--- config.mk ---
export PLATFORM = sky130hd
export DESIGN_NAME = row_column_checksum_corrector_unit
export DESIGN_NICKNAME = d
export VERILOG_FILES = /design/src/rtl/core/rccc_pkg.sv /design/src/rtl/core/row_column_checksum_corrector_unit.sv /design/src/rtl/core/rccc_cfg.sv /design/src/rtl/core/rccc_front.sv /design/src/rtl/core/rccc_colmem.sv /design/src/rtl/core/rccc_back.sv
export SDC_FILE = /design/constraint.sdc
export NUM_CORES = 2
export LEC_CHECK = 0
export BUFFER_PORTS_ARGS = -buffer_cell sky130_fd_sc_hd__buf_2
export CORE_UTILIZATION = 55
export CTS_BUF_LIST = sky130_fd_sc_hd__clkbuf_4
export DETAILED_ROUTE_END_ITERATION = 7
export PLACE_DENSITY = 0.71
export SYNTH_ARGS = -nofsm -noshare
export SYNTH_HDL_FRONTEND = slang
export SYNTH_SLANG_ARGS = --single-unit
--- constraint.sdc ---
create_clock -name i_clk -period 14.6 [get_ports i_clk]
set_input_delay 2.92 -clock i_clk [delete_from_list [all_inputs] [get_ports i_clk]]
set_output_delay 2.92 -clock i_clk [all_outputs]
set_load 0.02 [all_outputs]
--- src/rtl/core/rccc_pkg.sv ---
// shared types and constants for the row/column checksum corrector
`timescale 1ns / 1ps
`default_nettype none
package rccc_pkg;

    localparam int ROW_LEN_MAX = 64;
    localparam int COL_W       = $clog2(ROW_LEN_MAX);
    localparam int LEN_W       = COL_W + 1;
    localparam int MAX_ROWS    = 128;
    localparam int ROW_W       = $clog2(MAX_ROWS);
    localparam int ERROR_SLOTS = 4;
    localparam int SLOT_W      = (ERROR_SLOTS > 1) ? $clog2(ERROR_SLOTS) : 1;
    localparam int CNT_W       = $clog2(ERROR_SLOTS + 1);
    localparam int SUM_W       = 16;
    localparam int DIFF_W      = SUM_W + 1;
    localparam int BYTE_W      = 8;
    localparam int IDX_W       = 7;

    localparam logic [LEN_W-1:0] ROW_LEN_RESET = LEN_W'(50);

    typedef enum logic [1:0] {
        CMD_START    = 2'd0,
        CMD_DATA     = 2'd1,
        CMD_ROW_SUM  = 2'd2,
        CMD_COLUMN   = 2'd3
    } t_cmd;

    typedef enum logic [2:0] {
        KIND_ROW_SUM = 3'd0,
        KIND_COL_SUM = 3'd1,
        KIND_ROW_ERR = 3'd2,
        KIND_COL_FIX = 3'd3,
        KIND_COL_BAD = 3'd4
    } t_kind;

    typedef enum logic {
        REG_ROW_LENGTH = 1'b0,
        REG_CHECK_MODE = 1'b1
    } t_reg;

    typedef struct packed {
        logic [LEN_W-1:0] row_length;
        logic             check_mode;
    } t_cfg;

    typedef struct packed {
        t_kind              kind;
        logic [IDX_W-1:0]   index;
        logic [SUM_W-1:0]   checksum;
        logic [DIFF_W-1:0]  difference;
        logic [ROW_W-1:0]   error_row;
        logic               table_overflow;
    } t_res;

    // work left for the column stage
    typedef struct packed {
        logic               wr;
        logic               col_rd;
        logic               col_chk;
        logic               pre;
        logic [BYTE_W-1:0]  data_byte;
        logic [COL_W-1:0]   addr;
        logic [SUM_W-1:0]   stored;
        t_res               res;
    } t_s1;

    typedef struct packed {
        logic [ERROR_SLOTS-1:0][ROW_W-1:0]  rows;
        logic [ERROR_SLOTS-1:0][DIFF_W-1:0] diffs;
        logic [CNT_W-1:0]                   count;
    } t_tab;

endpackage
`default_nettype wire

--- src/rtl/core/row_column_checksum_corrector_unit.sv ---
// top level of the row/column checksum corrector
//
//  channel   dir  handshake        payload
//  s_axis    in   tvalid/tready    tuser: cmd; tdata: byte, stored sum, column
//  m_axis    out  tvalid/tready    tuser: kind; tdata: index, sums, location
//  apb       in   psel/penable     row_length at 0x0, check_mode at 0x4
//
// one beat accepted per cycle unless stalled; a result passes the stage register,
// then the result register. the column sum memory is read at accept and updated as
// the beat leaves the stage register, with a write-first bypass for back-to-back
// beats on the same column. reset is synchronous and active low; column sums come
// out of reset and out of a start beat as zero through per-column valid bits, with
// no clearing pass. a stalled output holds the result register; the input stalls
// only when both the stage register and the result register are full.
`timescale 1ns / 1ps
`default_nettype none
module row_column_checksum_corrector_unit (
    input  wire logic        i_clk,
    input  wire logic        i_rst_n,
    input  wire logic        i_s_axis_tvalid,
    output logic             o_s_axis_tready,
    // [7:0] data_byte, [23:8] stored_sum, [29:24] column, [31:30] zero
    input  wire logic [31:0] i_s_axis_tdata,
    // [1:0] cmd
    input  wire logic [1:0]  i_s_axis_tuser,
    output logic             o_m_axis_tvalid,
    input  wire logic        i_m_axis_tready,
    // [6:0] index, [22:7] checksum, [39:23] difference, [46:40] error_row,
    // [47] table_overflow
    output logic [47:0]      o_m_axis_tdata,
    // [2:0] kind
    output logic [2:0]       o_m_axis_tuser,
    input  wire logic        psel,
    input  wire logic        penable,
    input  wire logic        pwrite,
    input  wire logic [2:0]  paddr,
    input  wire logic [31:0] pwdata,
    output logic      [31:0] prdata,
    output logic             pready
);
    import rccc_pkg::*;

    t_cfg             w_cfg;
    logic             w_acc;
    logic             w_adv;
    logic             w_clr;
    logic             w_re;
    logic [COL_W-1:0] w_raddr;
    logic             w_s1_vld;
    t_s1              w_s1;
    t_tab             w_tab;
    logic             w_we;
    logic [COL_W-1:0] w_waddr;
    logic [SUM_W-1:0] w_wdata;
    logic [SUM_W-1:0] w_rdata;
    logic             w_out_vld;
    t_res             w_res;

    assign o_s_axis_tready = !w_s1_vld || w_adv;
    assign w_acc           = i_s_axis_tvalid && o_s_axis_tready;

    rccc_cfg u_cfg (
        .i_clk   (i_clk),
        .i_rst_n (i_rst_n),
        .psel    (psel),
        .penable (penable),
        .pwrite  (pwrite),
        .paddr   (paddr),
        .pwdata  (pwdata),
        .prdata  (prdata),
        .pready  (pready),
        .o_cfg   (w_cfg)
    );

    rccc_front u_front (
        .i_clk        (i_clk),
        .i_rst_n      (i_rst_n),
        .i_cfg        (w_cfg),
        .i_acc        (w_acc),
        .i_adv        (w_adv),
        .i_cmd        (i_s_axis_tuser),
        .i_data_byte  (i_s_axis_tdata[7:0]),
        .i_stored_sum (i_s_axis_tdata[23:8]),
        .i_column     (i_s_axis_tdata[29:24]),
        .o_clr        (w_clr),
        .o_re         (w_re),
        .o_raddr      (w_raddr),
        .o_s1_vld     (w_s1_vld),
        .o_s1         (w_s1),
        .o_tab        (w_tab)
    );

    rccc_colmem u_colmem (
        .i_clk   (i_clk),
        .i_rst_n (i_rst_n),
        .i_clr   (w_clr),
        .i_re    (w_re),
        .i_raddr (w_raddr),
        .i_we    (w_we),
        .i_waddr (w_waddr),
        .i_wdata (w_wdata),
        .o_rdata (w_rdata)
    );

    rccc_back u_back (
        .i_clk       (i_clk),
        .i_rst_n     (i_rst_n),
        .i_s1_vld    (w_s1_vld),
        .i_s1        (w_s1),
        .i_tab       (w_tab),
        .i_rdata     (w_rdata),
        .i_out_ready (i_m_axis_tready),
        .o_adv       (w_adv),
        .o_we        (w_we),
        .o_waddr     (w_waddr),
        .o_wdata     (w_wdata),
        .o_out_vld   (w_out_vld),
        .o_res       (w_res)
    );

    assign o_m_axis_tvalid = w_out_vld;
    assign o_m_axis_tuser  = w_res.kind;
    assign o_m_axis_tdata  = {w_res.table_overflow, w_res.error_row, w_res.difference,
                              w_res.checksum, w_res.index};

endmodule
`default_nettype wire

--- src/rtl/core/rccc_cfg.sv ---
// apb configuration registers
`timescale 1ns / 1ps
`default_nettype none
module rccc_cfg (
    input  wire logic              i_clk,
    input  wire logic              i_rst_n,
    input  wire logic              psel,
    input  wire logic              penable,
    input  wire logic              pwrite,
    input  wire logic [2:0]        paddr,
    input  wire logic [31:0]       pwdata,
    output logic      [31:0]       prdata,
    output logic                   pready,
    output rccc_pkg::t_cfg         o_cfg
);
    import rccc_pkg::*;

    t_cfg r_cfg;
    t_reg w_sel;

    assign pready = 1'b1;
    assign w_sel  = t_reg'(paddr[2]);
    assign o_cfg  = r_cfg;

    always_ff @(posedge i_clk) begin
        if (!i_rst_n) begin
            r_cfg.row_length <= ROW_LEN_RESET;
            r_cfg.check_mode <= 1'b0;
        end else if (psel && penable && pwrite && pready) begin
            unique case (w_sel)
                REG_ROW_LENGTH: r_cfg.row_length <= pwdata[LEN_W-1:0];
                REG_CHECK_MODE: r_cfg.check_mode <= pwdata[0];
                default: ;
            endcase
        end
    end

    always_comb begin
        unique case (w_sel)
            REG_ROW_LENGTH: prdata = {{(32-LEN_W){1'b0}}, r_cfg.row_length};
            REG_CHECK_MODE: prdata = {31'b0, r_cfg.check_mode};
            default:        prdata = '0;
        endcase
    end

endmodule
`default_nettype wire

--- src/rtl/core/rccc_front.sv ---
// accept stage: row sums, row counter, error table and stage-one register
`timescale 1ns / 1ps
`default_nettype none
module rccc_front (
    input  wire logic                        i_clk,
    input  wire logic                        i_rst_n,
    input  wire rccc_pkg::t_cfg              i_cfg,
    input  wire logic                        i_acc,
    input  wire logic                        i_adv,
    input  wire logic [1:0]                  i_cmd,
    input  wire logic [rccc_pkg::BYTE_W-1:0] i_data_byte,
    input  wire logic [rccc_pkg::SUM_W-1:0]  i_stored_sum,
    input  wire logic [rccc_pkg::COL_W-1:0]  i_column,
    output logic                             o_clr,
    output logic                             o_re,
    output logic [rccc_pkg::COL_W-1:0]       o_raddr,
    output logic                             o_s1_vld,
    output rccc_pkg::t_s1                    o_s1,
    output rccc_pkg::t_tab                   o_tab
);
    import rccc_pkg::*;

    t_cmd              w_cmd;
    logic [LEN_W-1:0]  w_len;
    logic [SUM_W-1:0]  w_sum_add;
    logic [DIFF_W-1:0] w_row_diff;
    logic              w_row_end;
    logic              w_full;

    logic [SUM_W-1:0]  r_row_sum,  n_row_sum;
    logic [COL_W-1:0]  r_col_pos,  n_col_pos;
    logic [ROW_W-1:0]  r_row_cnt,  n_row_cnt;
    logic [SUM_W-1:0]  r_done_sum, n_done_sum;
    logic [CNT_W-1:0]  r_err_cnt,  n_err_cnt;
    logic              n_tab_we;
    logic [ERROR_SLOTS-1:0][ROW_W-1:0]  r_err_rows;
    logic [ERROR_SLOTS-1:0][DIFF_W-1:0] r_err_diffs;
    logic              r_s1_vld;
    t_s1               r_s1, n_s1;

    assign w_cmd = t_cmd'(i_cmd);

    // effective row length, 0 acts as 1 and large values clamp to the max
    always_comb begin
        if (i_cfg.row_length == '0)
            w_len = LEN_W'(1);
        else if (i_cfg.row_length > LEN_W'(ROW_LEN_MAX))
            w_len = LEN_W'(ROW_LEN_MAX);
        else
            w_len = i_cfg.row_length;
    end

    assign w_sum_add  = r_row_sum + {{(SUM_W-BYTE_W){1'b0}}, i_data_byte};
    assign w_row_end  = ({1'b0, r_col_pos} + LEN_W'(1)) >= w_len;
    assign w_row_diff = {1'b0, i_stored_sum} - {1'b0, r_done_sum};
    assign w_full     = r_err_cnt >= CNT_W'(ERROR_SLOTS);

    always_comb begin
        n_row_sum  = r_row_sum;
        n_col_pos  = r_col_pos;
        n_row_cnt  = r_row_cnt;
        n_done_sum = r_done_sum;
        n_err_cnt  = r_err_cnt;
        n_tab_we   = 1'b0;
        n_s1       = '0;
        n_s1.data_byte = i_data_byte;
        n_s1.stored    = i_stored_sum;
        n_s1.addr      = i_column;
        unique case (w_cmd)
            CMD_START: begin
                n_row_sum  = '0;
                n_col_pos  = '0;
                n_row_cnt  = '0;
                n_done_sum = '0;
                n_err_cnt  = '0;
            end
            CMD_DATA: begin
                n_s1.wr   = 1'b1;
                n_s1.addr = r_col_pos;
                if (w_row_end) begin
                    n_row_sum = '0;
                    n_col_pos = '0;
                    if (i_cfg.check_mode) begin
                        n_done_sum = w_sum_add;
                    end else begin
                        n_s1.pre          = 1'b1;
                        n_s1.res.kind     = KIND_ROW_SUM;
                        n_s1.res.index    = IDX_W'(r_row_cnt);
                        n_s1.res.checksum = w_sum_add;
                        n_row_cnt         = r_row_cnt + ROW_W'(1);
                    end
                end else begin
                    n_row_sum = w_sum_add;
                    n_col_pos = r_col_pos + COL_W'(1);
                end
            end
            CMD_ROW_SUM: begin
                if (i_cfg.check_mode) begin
                    n_row_cnt = r_row_cnt + ROW_W'(1);
                    if (w_row_diff != '0) begin
                        n_s1.pre                = 1'b1;
                        n_s1.res.kind           = KIND_ROW_ERR;
                        n_s1.res.index          = IDX_W'(r_row_cnt);
                        n_s1.res.difference     = w_row_diff;
                        n_s1.res.table_overflow = w_full;
                        if (!w_full) begin
                            n_tab_we  = 1'b1;
                            n_err_cnt = r_err_cnt + CNT_W'(1);
                        end
                    end
                end
            end
            CMD_COLUMN: begin
                n_s1.col_rd  = !i_cfg.check_mode;
                n_s1.col_chk = i_cfg.check_mode;
            end
            default: ;
        endcase
    end

    always_ff @(posedge i_clk) begin
        if (!i_rst_n) begin
            r_row_sum  <= '0;
            r_col_pos  <= '0;
            r_row_cnt  <= '0;
            r_done_sum <= '0;
            r_err_cnt  <= '0;
            r_s1_vld   <= 1'b0;
        end else if (i_acc) begin
            r_row_sum  <= n_row_sum;
            r_col_pos  <= n_col_pos;
            r_row_cnt  <= n_row_cnt;
            r_done_sum <= n_done_sum;
            r_err_cnt  <= n_err_cnt;
            r_s1_vld   <= 1'b1;
        end else if (i_adv) begin
            r_s1_vld   <= 1'b0;
        end
    end

    always_ff @(posedge i_clk) begin
        if (i_acc) begin
            r_s1 <= n_s1;
            if (n_tab_we) begin
                r_err_rows[r_err_cnt[SLOT_W-1:0]]  <= r_row_cnt;
                r_err_diffs[r_err_cnt[SLOT_W-1:0]] <= w_row_diff;
            end
        end
    end

    assign o_clr   = i_acc && (w_cmd == CMD_START);
    assign o_re    = i_acc && ((w_cmd == CMD_DATA) || (w_cmd == CMD_COLUMN));
    assign o_raddr = n_s1.addr;

    assign o_s1_vld    = r_s1_vld;
    assign o_s1        = r_s1;
    assign o_tab.rows  = r_err_rows;
    assign o_tab.diffs = r_err_diffs;
    assign o_tab.count = r_err_cnt;

endmodule
`default_nettype wire

--- src/rtl/core/rccc_colmem.sv ---
// column sum memory with per-entry valid bits and write-first read bypass
`timescale 1ns / 1ps
`default_nettype none
module rccc_colmem (
    input  wire logic                       i_clk,
    input  wire logic                       i_rst_n,
    input  wire logic                       i_clr,
    input  wire logic                       i_re,
    input  wire logic [rccc_pkg::COL_W-1:0] i_raddr,
    input  wire logic                       i_we,
    input  wire logic [rccc_pkg::COL_W-1:0] i_waddr,
    input  wire logic [rccc_pkg::SUM_W-1:0] i_wdata,
    output logic      [rccc_pkg::SUM_W-1:0] o_rdata
);
    import rccc_pkg::*;

    logic [SUM_W-1:0]       r_mem [ROW_LEN_MAX];
    logic [ROW_LEN_MAX-1:0] r_vld;
    logic [SUM_W-1:0]       r_q;
    logic                   r_qv;

    always_ff @(posedge i_clk) begin
        if (i_we)
            r_mem[i_waddr] <= i_wdata;
        if (i_re) begin
            if (i_we && (i_waddr == i_raddr))
                r_q <= i_wdata;
            else
                r_q <= r_mem[i_raddr];
        end
    end

    // start of block wins over a write from the item ahead of it
    always_ff @(posedge i_clk) begin
        if (!i_rst_n) begin
            r_vld <= '0;
            r_qv  <= 1'b0;
        end else begin
            if (i_clr)
                r_vld <= '0;
            else if (i_we)
                r_vld[i_waddr] <= 1'b1;
            if (i_re)
                r_qv <= (i_we && (i_waddr == i_raddr)) || r_vld[i_raddr];
        end
    end

    assign o_rdata = r_qv ? r_q : '0;

endmodule
`default_nettype wire

--- src/rtl/core/rccc_back.sv ---
// column stage: column update, column check with table search, result register
`timescale 1ns / 1ps
`default_nettype none
module rccc_back (
    input  wire logic                       i_clk,
    input  wire logic                       i_rst_n,
    input  wire logic                       i_s1_vld,
    input  wire rccc_pkg::t_s1              i_s1,
    input  wire rccc_pkg::t_tab             i_tab,
    input  wire logic [rccc_pkg::SUM_W-1:0] i_rdata,
    input  wire logic                       i_out_ready,
    output logic                            o_adv,
    output logic                            o_we,
    output logic      [rccc_pkg::COL_W-1:0] o_waddr,
    output logic      [rccc_pkg::SUM_W-1:0] o_wdata,
    output logic                            o_out_vld,
    output rccc_pkg::t_res                  o_res
);
    import rccc_pkg::*;

    logic              r_out_vld;
    t_res              r_out;
    t_res              w_res;
    logic              w_have;
    logic [DIFF_W-1:0] w_diff;
    logic              w_hit;
    logic [ROW_W-1:0]  w_hit_row;

    assign o_adv   = !r_out_vld || i_out_ready;
    assign o_we    = i_s1_vld && o_adv && i_s1.wr;
    assign o_waddr = i_s1.addr;
    assign o_wdata = i_rdata + {{(SUM_W-BYTE_W){1'b0}}, i_s1.data_byte};

    assign w_diff = {1'b0, i_s1.stored} - {1'b0, i_rdata};

    // first recorded row mismatch with the same difference
    always_comb begin
        w_hit     = 1'b0;
        w_hit_row = '0;
        for (int i = ERROR_SLOTS - 1; i >= 0; i--) begin
            if ((CNT_W'(i) < i_tab.count) && (i_tab.diffs[i] == w_diff)) begin
                w_hit     = 1'b1;
                w_hit_row = i_tab.rows[i];
            end
        end
    end

    always_comb begin
        w_res  = '0;
        w_have = 1'b0;
        if (i_s1.pre) begin
            w_res  = i_s1.res;
            w_have = 1'b1;
        end else if (i_s1.col_rd) begin
            w_res.kind     = KIND_COL_SUM;
            w_res.index    = {1'b0, i_s1.addr};
            w_res.checksum = i_rdata;
            w_have         = 1'b1;
        end else if (i_s1.col_chk && (w_diff != '0)) begin
            w_res.index      = {1'b0, i_s1.addr};
            w_res.difference = w_diff;
            w_have           = 1'b1;
            if (w_hit) begin
                w_res.kind      = KIND_COL_FIX;
                w_res.error_row = w_hit_row;
            end else begin
                w_res.kind      = KIND_COL_BAD;
            end
        end
    end

    always_ff @(posedge i_clk) begin
        if (!i_rst_n) begin
            r_out_vld <= 1'b0;
        end else if (o_adv) begin
            r_out_vld <= i_s1_vld && w_have;
        end
    end

    always_ff @(posedge i_clk) begin
        if (o_adv)
            r_out <= w_res;
    end

    assign o_out_vld = r_out_vld;
    assign o_res     = r_out;

endmodule
`default_nettype wire

[Word-level counts from Yosys, hierarchy flattened]
Memories as Yosys holds them, arrays and structs flattened. A register that Yosys moved wholly into a read port is not among the register bits.
Index checks and enable logic that the tools add are counted.
Storage, ports and cells
  register bits after elaboration: 348
  memory bits (writable): 1024
  bits of input ports: 76
  memories: 1
Cells by class
  $add $sub $neg: 8
  $lt $le $gt $ge: 12
  eq/ne operators: 14
  multiplexer cells: 68
  bitwise logic cells: 7
  reductions and logical operators: 42
Memories
  u_colmem.r_mem: words 64, bits a word 16, rd ports 1, clocked after memory_dff 1, wr ports 1, line rccc_colmem.sv:17  | logic [SUM_W-1:0] r_mem [ROW_LEN_MAX];
Operator list (count)
  16-bit two-way mux: 5
  7-bit two-way mux: 11
  68-bit bitwise mux: 1
  17-bit equality test: 4
  64-bit OR: 1
  16-bit one-hot mux with 2 select lines: 2
  32-bit one-hot mux with 2 select lines: 1
  50-bit two-way mux: 1
  24-bit two-way mux: 2
  17-bit demux with 2-bit select: 1
  17-bit nonzero test: 2
  16-bit by 16-bit subtractor with 17-bit output: 2
  16-bit by 8-bit adder with 16-bit output: 2
  10-bit two-way mux: 3
  28-bit bitwise mux: 1
  26-bit two-way mux: 1
  23-bit two-way mux: 1
  1-bit two-way mux: 22
  7-bit one-hot mux with 3 select lines: 1
  10-bit one-hot mux with 2 select lines: 1
  17-bit two-way mux: 1
  1-bit logical AND: 16
  7-bit demux with 2-bit select: 1
  6-bit by 7-bit less-than comparator with 1-bit output, second input constant: 2
  39 further kinds: 66

[Depth between registers and ports, before layout]
  word-level depth: 12
  gate-level depth with buffers: 20
  gate-level depth less buffers: 16

[Cells and area by module]
Synthesis repeated with hierarchy kept, for this count alone.
Unflattened totals
  cells, all modules: 3814
  area total of the unflattened synthesis: 58935.3 sq um
By module, submodules not included
  rccc_colmem: times used 1, cells an instance 2364, area each 43101.3 sq um
  rccc_front: times used 1, cells an instance 761, area each 9639.2 sq um
  rccc_back: times used 1, cells an instance 617, area each 5561.6 sq um
  rccc_cfg: times used 1, cells an instance 70, area each 610.6 sq um
  row_column_checksum_corrector_unit: times used 1, cells an instance 2, area each 22.5 sq um

[Worst setup path after synthesis]
OpenSTA, ideal clock, no wires.
  kind: input to output
  from: in paddr[2]
  to: out prdata[0]
  arrival time: 3.591 ns
  setup slack: 8.089 ns
  cell stages on the path: 2
  path buffers: 1
  path through: clkbuf_1 mux2_2
Between the ends
  longest elaborated chain between the ends: 2
RTL lines
  from (decl): line row_column_checksum_corrector_unit.sv:36  | input wire logic [2:0] paddr,
  1-bit NOT (no line)
  32-bit one-hot mux with 2 select lines (*): line rccc_cfg.sv:39  | unique case (w_sel)
  to (decl): line row_column_checksum_corrector_unit.sv:38  | output logic [31:0] prdata,
Every way passes the cells marked *; elsewhere a longest branch is shown, timed or not. The select of a mux whose other input is x is not followed.

[Worst setup path after layout]
  from: in i_s_axis_tuser[1]
  to: reg u_colmem.r_q[8] (read register of u_colmem.r_mem) (data pin)
Between the ends
  longest elaborated chain between the ends: 3
  elaborated cells between the ends (all ways): 5
  classes of those cells: eq/ne: 2; mux: 1; reduce/logical: 2
RTL lines
  from (decl): line row_column_checksum_corrector_unit.sv:25  | input wire logic [1:0] i_s_axis_tuser,
  2-bit by 1-bit equality test with 1-bit output / 2-bit equality test (equally long branches): line rccc_front.sv:69, rccc_front.sv:152
  1-bit logical OR: line rccc_front.sv:152  | assign o_re = i_acc && ((w_cmd == CMD_DATA) || (w_cmd == CMD_COLUMN));
  1-bit logical AND: line rccc_front.sv:152
  to (decl): line rccc_colmem.sv:19  | logic [SUM_W-1:0] r_q;
Several ways; a longest one is shown, not always the timed one.
A chain may end at the register's enable or synchronous reset.

==> results by group <==
Floorplan
  – Die W: 330 um
  – Rows: 119
  – Starting Density: a little under three fifths
  – Core region area: 106000 sq um
  – Ports: 162
  – Die Ht: 330 um
  – Area of the die: around 110000 sq um

Cells and area
  – Fillers: 8127
  – Share of cells above drive strength 1: about 15%
  – Sequential cell area: 40400 sq um
  – Multi-input gate area in the final layout: ~17000 sq um
  – Post-layout nets: 5323
  – P&R area growth vs syn: 11.3%

Clock tree
  – CTS Buffer Depth: 4
  – H-tree levels: 5
  – CTS clk-pin slew, worst paths: 60 ps
  – Post CTS Setup Buffer Count: 0
  – Worst-skew pair later-pin latency: 1270 ps
  – Hold buffers post-CTS: 0
  – Num CTS Buffers: 363
  – CTS resizes: 0
  – CTS tree: yes
  – CTS Sinks: 1386
  – CTS root buf: clkbuf_4

Logic synthesis
  – Top cell type by total area after synthesis: edfxtp_1
  – Synth Area in Simple Gates: 17.0%
  – Main combinational cell family by area after synthesis: simple AND/OR/NAND/NOR gates
  – Post-synthesis mux area share: 0.312%
  – Sequential area share after synthesis: 68.4%
  – Area contributors post-synth: edfxtp_1 64%, nand2_1 7.9%, nand3_1 5.0%
  – Yosys top cell area share: roughly 64%
  – Mapped Cells: between 4000 and 5000
  – Synth cell types: 86
  – Post-synth EDFFs: around 1300
  – Synth Cell Area: 59000 sq um
  – Flip-flop and latch count after synthesis: 1386
  – Ys async rst share: 0%
  – Adder-cell share of the synthesized area: 1.54%
  – Synth Area in XOR/XNOR: 2.02%
  – Syn. warnings: 0
  – Post-synth top cells: 1263 x edfxtp_1, 1236 x nand2_1, 588 x nand3_1
  – Synth Area in Compound Gates: 7.77%
  – Top_reg_cell synth: edfxtp_1
  – Most frequent cell after synthesis: edfxtp_1
  – Synth Area per Inst: approximately 12 sq um

Routing
  – Routed Antenna Nets: 0
  – Wirelength per Cell: 22.2 um
  – Iteration-0 DRC Markers: 4423
  – Final wirelength: 152000 um
  – DR pass1 iterations: 6
  – Vias: 40600
  – Vias per cell: 5.94
  – DRC viols: 0

Placement
  – # port buffers: 106
  – Post-DP HPWL: 85600 um
  – Placer congestion estimate: around 0.9

Global routing
  – Initial antenna violation count: 3
  – Overflow after GRT: 0
  – Overall Global Routing Usage: 27.6%
  – First-pass GRT wire length: roughly 230000 um
  – Largest net degree at the start of global routing: 161
  – Number of global-route vias before repair: 38700

Setup path
  – Arr. time, crit path: 8570 ps
  – Critical Path RT: around 16000 ps
  – Crit path capture type: flip-flop
  – Crit. Startpoint: i_s_axis_tuser[1]
  – Worst path cell trace: buf_2 > inv_1 > ha_2 > mux2i_4 > buf_4 > buf_12 > buf_4 > nand2_1 > and3_1 > a311oi_1 > a311oi_1 > a311oi_1 > nor3_1 > a211oi_1 > a21o_1
  – Reg2reg path depth: 15
  – Startpoint Class: input pin
  – Worst path most repeated cell: a311oi_1
  – CP max-delay cell: a311oi_1
  – R2R setup slack: 8850 ps
  – CP Max Fanout: between 150 and 200
  – Max incr delay on CP: 830 ps
  – Reg2reg end: u_back.o_res[1]
  – CP Class: input pin to flip-flop
  – Reg2reg start: u_colmem.r_qv

Power
  – Leak: 23.8 nW
  – Reg power frac: 52.3%
  – P_sw: roughly 2.1 mW
  – Switching share of total power: 25.0%
  – VDD IR-drop max: 0.0705 mV
  – Power per cell area: 129 nW/um^2
  – Gate power share: 9.3%
  – Internal power: 6.35 mW
  – Clock network fraction of design power: 38.4%

STA
  – Final Critical Period: 7450 ps
  – Setup violations, final: 0
  – RSZ-0062 raised after global routing: no
  – Final period util: 51.0%
  – Hold WS: ~460 ps
  – Final Hold Vio Count: 0
  – Clock skew: around 140 ps
  – Rel. slew slack: 16.6%
  – F_max: 134 MHz
  – Worst slew pin tran: 1250 ps
  – Fin. max-slew vios: 0
  – Fin Setup TNS: 0 ps

Min path
  – Hold Crit Depth: 2
  – Hold_sp: u_front.r_done_sum[15]
  – Min-Delay Path Class: flip-flop to flip-flop
  – Hold Path Sink: u_front.r_done_sum[15]

Job
  – Max-Cap Viols: 0

Status
  – Status: completed
==> cell families after synthesis <==
kind of cell	Yosys count
simple gates	2270
flops	1386
compound gates	610
buf+inv	427
xor+xnor	125
fa+ha+maj	70
mux	18
other cells	2
==> state kept, by name (all words and copies together) (netlist names) <==
name                flops
u_colmem.r_mem       1024
u_front.r_row_cnt       7
u_back.o_res           51
u_back.o_out_vld        1
u_front.o_s1_vld        1
u_front.r_err_cnt       3
u_front.o_s1           76
u_front.r_done_sum     16
u_colmem.r_q           16
u_colmem.r_vld         64
u_front.r_col_pos       6
u_front.r_row_sum      16
u_front.o_tab          96
u_cfg.o_cfg             8
u_colmem.r_qv           1
==> power groups by stage <==
stage	Clock (mW)	Sequential, mW	Combinational [mW]
floorplan	0	4.52	0.502
global placement	0	4.51	0.765
detailed placement	0	4.52	0.778
CTS	3.30	4.43	0.782
global route	3.50	4.43	0.850
finish	3.25	4.43	0.789
==> how the worst max path moves through the flow <==
stage          slack, ps  depth (start not counted)               to
2_1_floorplan       8090                          2        prdata[0]
3_3_place_gp        6100                         15  u_colmem.r_q[8]
3_5_place_dp        6040                         15  u_colmem.r_q[8]
4_1_cts             7300                         15  u_colmem.r_q[8]
5_1_grt             6810                         15  u_colmem.r_q[8]
6_report            7150                         15  u_colmem.r_q[8]
==> placed cells by master, fill, tap and decap left out, types with 9 or more instances in the layout <==
master,count
a211oi_1,20
a21boi_0,22
a21o_1,37
a21oi_1,63
a311oi_1,189
a31oi_1,24
and2_1,32
and3_1,80
buf_2,106
buf_4,108
clkbuf_4,530
clkinv_1,69
clkinv_2,13
conb_1,26
dfxtp_1,123
diode_2,11
edfxtp_1,1263
ha_1,64
inv_1,83
nand2_1,1236
nand3_1,588
nand3b_1,12
nand4_1,17
nor2_1,157
nor2_2,9
nor2b_1,33
nor3_1,33
o21a_1,75
o21ai_0,74
o31ai_1,11
or3_1,16
xnor2_1,66
xnor2_2,10
xor2_1,39
==> layout make-up <==
class,count,share of cell area (%)
Antenna cell,11,0.0419
Clock buffer,530,6.06
Clock inverter,94,0.755
Inverter,89,0.534
Multi-Input combinational cell,3119,26.3
Sequential cell,1386,61.5
Tap cell,1391,2.65
Timing Repair Buffer,218,2.16
==> worst max-delay path: cells and delay by family <==
kind / cells / cell delay (ps)
mux: 1 / 440
fa+ha+maj: 1 / 750
simple gates: 3 / 560
buf+inv: 5 / 2150
compound gates: 5 / 1650
==> metal layers <==
layer	wire length, um	part of all wire, %	global-route usage, %
met3	13200	8.7	5.78
met2	72800	48	44.7
met5	19	0.013	0
met4	5630	3.7	12.2
met1	60000	40	36.0
==> through the flow <==
step / instances / total power, mW / setup slack [ps] / instance area, sq um / util, %
finish: 6838 / 8.47 / 7150 / 65700 / 62.0
global route: 6833 / 8.78 / 6810 / 65600 / 62.0
CTS: 6827 / 8.51 / 7300 / 65600 / 62.0
detailed placement: 6203 / 5.29 / 6040 / 61200 / 57.8
global placement: 6203 / 5.28 / 6100 / 61200 / 57.8
floorplan: 4932 / 5.03 / 8090 / 59100 / -
(Power assumes the default switching activity.)
